<file path="src/hw/rtl/hsfc_pkg.sv">
// hsfc_pkg: shared types and constants for the half/single converter
// no dependencies
`timescale 1ns / 1ps
`default_nettype none
package hsfc_pkg;
    typedef enum logic {REQ_H2S = 1'b0, REQ_S2H = 1'b1} req_t;
    localparam logic [30:0] SGL_INF     = 31'h7F800000;
    localparam logic [30:0] SGL_HALFMAX = 31'h477FF000;
    localparam logic [30:0] SGL_HMIN    = 31'h38800000;
    localparam logic [30:0] SGL_TINY    = 31'h33000000;
    localparam logic [30:0] SGL_REBIAS  = 31'h38000000;
    localparam logic [14:0] HLF_INF     = 15'h7C00;
    localparam logic [14:0] HLF_QNAN    = 15'h0200;
endpackage
`default_nettype wire

</file>
<file path="src/hw/rtl/half_single_float_convert.sv">
// half_single_float_convert: binary16 <-> binary32 bit pattern converter
// depends on hsfc_pkg
//
// usage: an input transfer carries req_type, half_in and single_in;
// req_type 0 converts half_in to single_out, 1 converts single_in to
// half_out (round to nearest even). the unused output field reads zero.
// one result transfer per input transfer, in order.
// the input is converted by combinational logic and held in a result
// register; a result is offered in the cycle after its input transfer.
// throughput: one item per cycle while the result is not stalled, set
// by the single register stage between the two channels.
// the input side stays ready while the result stage is empty or is being
// drained in the same cycle, so a stalled result holds its value and
// blocks new transfers only while it waits.
// reset: asynchronous, clears the result valid; no item is in flight.
`timescale 1ns / 1ps
`default_nettype none
module half_single_float_convert
    import hsfc_pkg::*;
(
    input  wire logic        clk,
    input  wire logic        rst_n,
    input  wire logic        in_valid,
    output logic             in_stall,
    input  wire logic        req_type,
    input  wire logic [15:0] half_in,
    input  wire logic [31:0] single_in,
    output logic             out_valid,
    input  wire logic        out_stall,
    output logic [31:0]      single_out,
    output logic [15:0]      half_out
);
    logic        valid_reg;
    logic [31:0] single_reg, single_next;
    logic [15:0] half_reg, half_next;
    logic        take;

    assign in_stall  = valid_reg & out_stall;
    assign take      = in_valid & ~in_stall;
    assign out_valid = valid_reg;
    assign single_out = single_reg;
    assign half_out   = half_reg;

    // half to single
    logic [31:0] h2s;
    logic [4:0]  he;
    logic [9:0]  hm, hm_norm;
    logic [3:0]  lz;
    always_comb
    begin
        he = half_in[14:10];
        hm = half_in[9:0];
        lz = 4'd0;
        for (int i = 0; i < 10; i++)
        begin
            if (hm[i])
                lz = 4'(9 - i);
        end
        hm_norm = hm << (lz + 4'd1);
        if (he == 5'h1F)
            h2s = {half_in[15], 8'hFF, hm, 13'd0};
        else if (he != 5'd0)
            h2s = {half_in[15], 3'd0, he, hm, 13'd0} + {1'b0, 8'd112, 23'd0};
        else if (hm == 10'd0)
            h2s = {half_in[15], 31'd0};
        else
            h2s = {half_in[15], 8'(8'd113 - 8'd1 - {4'd0, lz}), hm_norm, 13'd0};
    end

    // single to half
    logic [15:0] s2h;
    logic [30:0] ax, rb;
    logic [23:0] sm, q, rem, hw, msk;
    logic [4:0]  sh;
    logic [14:0] qn;
    logic        up;
    always_comb
    begin
        ax  = single_in[30:0];
        sm  = {1'b1, single_in[22:0]};
        sh  = 5'(8'd126 - single_in[30:23]);
        q   = sm >> sh;
        msk = (24'd1 << sh) - 24'd1;
        rem = sm & msk;
        hw  = 24'd1 << (sh - 5'd1);
        rb  = ax - SGL_REBIAS;
        qn  = rb[27:13];
        up  = (rb[12:0] > 13'h1000) || (rb[12:0] == 13'h1000 && qn[0]);
        if (ax >= SGL_INF)
            s2h = {single_in[31], HLF_INF | ((ax > SGL_INF) ? HLF_QNAN : 15'd0)};
        else if (ax >= SGL_HALFMAX)
            s2h = {single_in[31], HLF_INF};
        else if (ax < SGL_TINY)
            s2h = {single_in[31], 15'd0};
        else if (ax < SGL_HMIN)
            s2h = {single_in[31], 15'(q + 24'((rem > hw) || (rem == hw && q[0])))};
        else
            s2h = {single_in[31], 15'(qn + 15'(up))};
    end

    always_comb
    begin
        case (req_t'(req_type))
            REQ_H2S:
            begin
                single_next = h2s;
                half_next   = 16'd0;
            end
            default:
            begin
                single_next = 32'd0;
                half_next   = s2h;
            end
        endcase
    end

    // result register
    always_ff @(posedge clk or negedge rst_n)
    begin
        if (!rst_n)
            valid_reg <= 1'b0;
        else if (!in_stall)
            valid_reg <= in_valid;
    end

    always_ff @(posedge clk)
    begin
        if (take)
        begin
            single_reg <= single_next;
            half_reg   <= half_next;
        end
    end
endmodule
`default_nettype wire

</file>
<file path="config.mk">
export PLATFORM = sky130hd
export DESIGN_NAME = half_single_float_convert
export DESIGN_NICKNAME = d
export VERILOG_FILES = /design/src/hw/rtl/hsfc_pkg.sv /design/src/hw/rtl/half_single_float_convert.sv
export SDC_FILE = /design/constraint.sdc
export NUM_CORES = 1
export LEC_CHECK = 0
export ABC_CLOCK_PERIOD_IN_PS = 3500
export BUFFER_PORTS_ARGS = -buffer_cell sky130_fd_sc_hd__buf_2
export CORE_ASPECT_RATIO = 1.75
export CORE_MARGIN = 2
export CORE_UTILIZATION = 58
export DETAILED_ROUTE_END_ITERATION = 8
export HOLD_SLACK_MARGIN = 0.12
export PLACE_DENSITY = 0.83
export SETUP_SLACK_MARGIN = 0.5
export SYNTH_ARGS = -nofsm -noshare
export SYNTH_HDL_FRONTEND = slang
export SYNTH_SLANG_ARGS = --single-unit
</file>
<file path="constraint.sdc">
create_clock -name clk -period 3.5 [get_ports clk]
set_clock_uncertainty 0.2 [all_clocks]
set_input_delay 0.175 -clock clk [delete_from_list [all_inputs] [get_ports clk]]
set_output_delay 0.175 -clock clk [all_outputs]
set_load 0.005 [all_outputs]
</file>
==> summary.md <==
| Metric | Value |
|---|---|
| Final hold vios | 0 |
| Share of cells above drive strength 1 | ~39% |
| Max FO, Critical Path | 6 |
| Placed cell areas | 6880 µm² |
| EDFF count, synth | 34 |
| Seq/Total Area, Yosys | 18.9% |
| Syn Std Cell Area | 5540 µm² |
| DR pass1 iterations | 9 |
| RSZ-0062 raised after global routing | true |
| Commonest non-fill, non-tap cell in the layout | buf_4 |
| Rel. slew slack | 34.4% |
| DRT Wirelength | about 24,000 µm |
| Failing checks | negative setup slack |
| Max-cap violations | 0 |
| Number of I/O port buffers | 89 |
| CTS tree | built |
| Worst IR Drop VDD | 0.000262 V |
| Flops & latches, synth | 35 |
| Die area | 10,400 µm² |
| Core ar. | 9350 µm² |
| DRC Markers | 0 |
| Worst Tran Pin Value | 0.982 ns |
| Final setup viols | 15 |
| Total number of H-tree levels | 2 |
| FILL cells | 592 |
| R2R Setup Slk | roughly 1.5 ns |
| Routability cong. | around 1.0 |
| Final net count | roughly 960 |
| Clk sinks | 35 |
| CP Class | in2reg |
| Vias in the first global route | 6,911 |
| Clock Root Buffer | clkbuf_16 |
| Die W | just under 80 µm |
| Netlist cell types | 79 |
| CP delay by family, top | simple AND/OR/NAND/NOR gates |
| Critical path endpoint category | register |
| Fin crit share | 129% |
| First-pass GRT wire length | 36,000 µm |
| Cell repeated most along the worst path | ha_4 |
| Worst-Skew Late Latency | 0.29 ns |
| Crit path depth | 23 |
| Slowest-stage cell, CP | or4_1 |
| Pleak | 0.00318 µW |
| Initial core utilization | 59.2% |
| P&R area growth vs syn | 38.0% |
| Worst EP required | 3.41 ns |
| Place WS | -1.33 ns |
| Mapped Cells | roughly 670 |
| Iter 0 DRT Violations | 835 |
| Synthesized area per cell | a little over 8 µm² |
| Worst hold endpoint | single_out[18] |
| Hold Path Depth | 2 |
| Max-slew violations | 0 |
| I/O Pins | 103 |
| Max frequency | 0.222 GHz |
| Final core occ | 81.8% |
| Crit-path max cell delay | 0.45 ns |
| Post-DP HPWL | 17,000 µm |
| GR Util All Layers | 45.3% |
| Vias | 6,886 |
| Most frequent cells in the layout | buf_4, buf_2, nand2_1 |
| Hold WC Path Type | in2reg |
| HP Start | half_in[5] |
| Minimum clock period | approximately 4.5 ns |
| # diodes | 0 |
| CP Cell Sequence | buf_8 > ha_4 > buf_6 > xnor2_4 > inv_4 > nand3_4 > ha_4 > o31ai_4 > a21o_1 > or4_1 > a21oi_2 > o21a_1 > ha_1 > nand4_1 > buf_4 > a211o_1 > a31oi_2 > ha_2 > ha_4 > and3_4 > nand2_2 > or4_4 > o211ai_1 |
| Startpoint types | primary input |
| Routed WL per cell | 24.4 µm |
| Clock slew at reported path FFs | 0.06 ns |
| RR Startpoint | out_valid |
| Synthesis warning total | 0 |
| Grt ovf | 0 |
| Power per Cell Area | 287 nW/µm² |
| Worst Slack Setup Final | -1.01 ns |
| Synth Flop Type | edfxtp_1 |
| Design area | ~7600 µm² |
| Antenna violations before repair | 0 |
| Status | finished, violations left |
| Largest net degree at the start of global routing | 35 |
| Die Span Y | 133 µm |
| Worst path bufs/invs | 4 |
| Detail-routed via count per cell | 6.96 |
| Reg2reg end | single_out[19] |
| Ys async rst share | 2.86% |
| Critical path data arrival time | around 4.4 ns |
| ANT nets after route | 0 |
| CTS max path bufs | 2 |
| Placement Rows | 47 |
| Cts bufs inserted | 5 |
| R2R depth | 2 |
sequential cells by signal (all words and copies together), names as in the netlist:
register    count
half_out       16
single_out     18
out_valid       1
per-stage QoR:
| step | hold slack [ns] | power [µW] | setup TNS (ns) | cells |
|---|---|---|---|---|
| after floorplan | -0.321 | 1140 | -20.25 | 683 |
| after global placement | -0.250 | 1530 | -16.73 | 956 |
| after detailed placement | -0.243 | 1550 | -17.91 | 956 |
| after CTS | 0.132 | 2060 | -10.09 | 985 |
| after global routing | 0.157 | 2270 | -15.03 | 989 |
| final | 0.143 | 2200 | -12.53 | 989 |
how the worst max path moves through the flow:
| stage | from | endpoint | slack, ns |
|---|---|---|---|
| floorplan | single_in[23] | half_out[8] | -1.57 |
| global placement | single_in[23] | half_out[8] | -1.27 |
| detailed placement | single_in[23] | half_out[8] | -1.33 |
| CTS | single_in[23] | half_out[10] | -0.82 |
| global route | single_in[23] | half_out[8] | -1.17 |
| finish | single_in[23] | half_out[8] | -1.01 |
Yosys cell counts (17+ instances only):
| library cell | number | area [µm²] |
|---|---|---|
| nor2_1 | 54 | 203 |
| ha_1 | 39 | 488 |
| edfxtp_1 | 34 | 1020 |
| o21ai_0 | 25 | 125 |
| clkbuf_1 | 35 | 131 |
| nand3_1 | 28 | 140 |
| buf_4 | 18 | 135 |
| xnor2_1 | 23 | 201 |
| a21oi_1 | 47 | 235 |
| mux4_2 | 22 | 495 |
| nor2b_1 | 17 | 106 |
| nand2_1 | 69 | 259 |
| mux2i_1 | 19 | 190 |
timing repair:
item                       4_1_cts  5_1_grt
pin swaps                       27       13
setup endpoints to repair       15       19
resized for setup               51       37
hold buffers                    14        0
buffers inserted                 7        4
hold endpoints to repair        13        0
layer usage:
| layer | vias up | GRT usage [%] | part of all wire [%] |
|---|---|---|---|
| met2 | 645 | 79.6 | 50 |
| li1 | 2895 | - | - |
| met4 | 0 | 47.3 | 12 |
| met3 | 231 | 12.1 | 9.3 |
| met5 | - | 2.50 | 0 |
| met1 | 3115 | 38.1 | 28 |
layout make-up:
| cell class | instances | area [µm²] | area share (%) |
|---|---|---|---|
| Timing Repair Buffer | 242 | 1690 | 22.2 |
| Clock buffer | 6 | 129 | 1.69 |
| Inverter | 16 | 62.6 | 0.818 |
| Tap cell | 122 | 153 | 2.00 |
| Clock inverter | 2 | 12.5 | 0.164 |
| Sequential cell | 35 | 1050 | 13.7 |
| Multi-Input combinational cell | 566 | 4550 | 59.5 |
kinds of logic after synthesis:
family          Yosys count  share of synthesized area [%]
simple gates            256                           23.0
buf+inv                  82                           7.50
compound gates          174                           21.4
flops                    35                           18.9
mux                      47                           13.9
fa+ha+maj                39                           8.81
other cells               1                         0.0677
xor+xnor                 37                           6.46
power by group:
group	internal (µW)	switching, µW
clock network	263	193
registers	493	9.51
logic	562	677
total	1320	879
No activity file was read; power rests on OpenSTA's default activity.
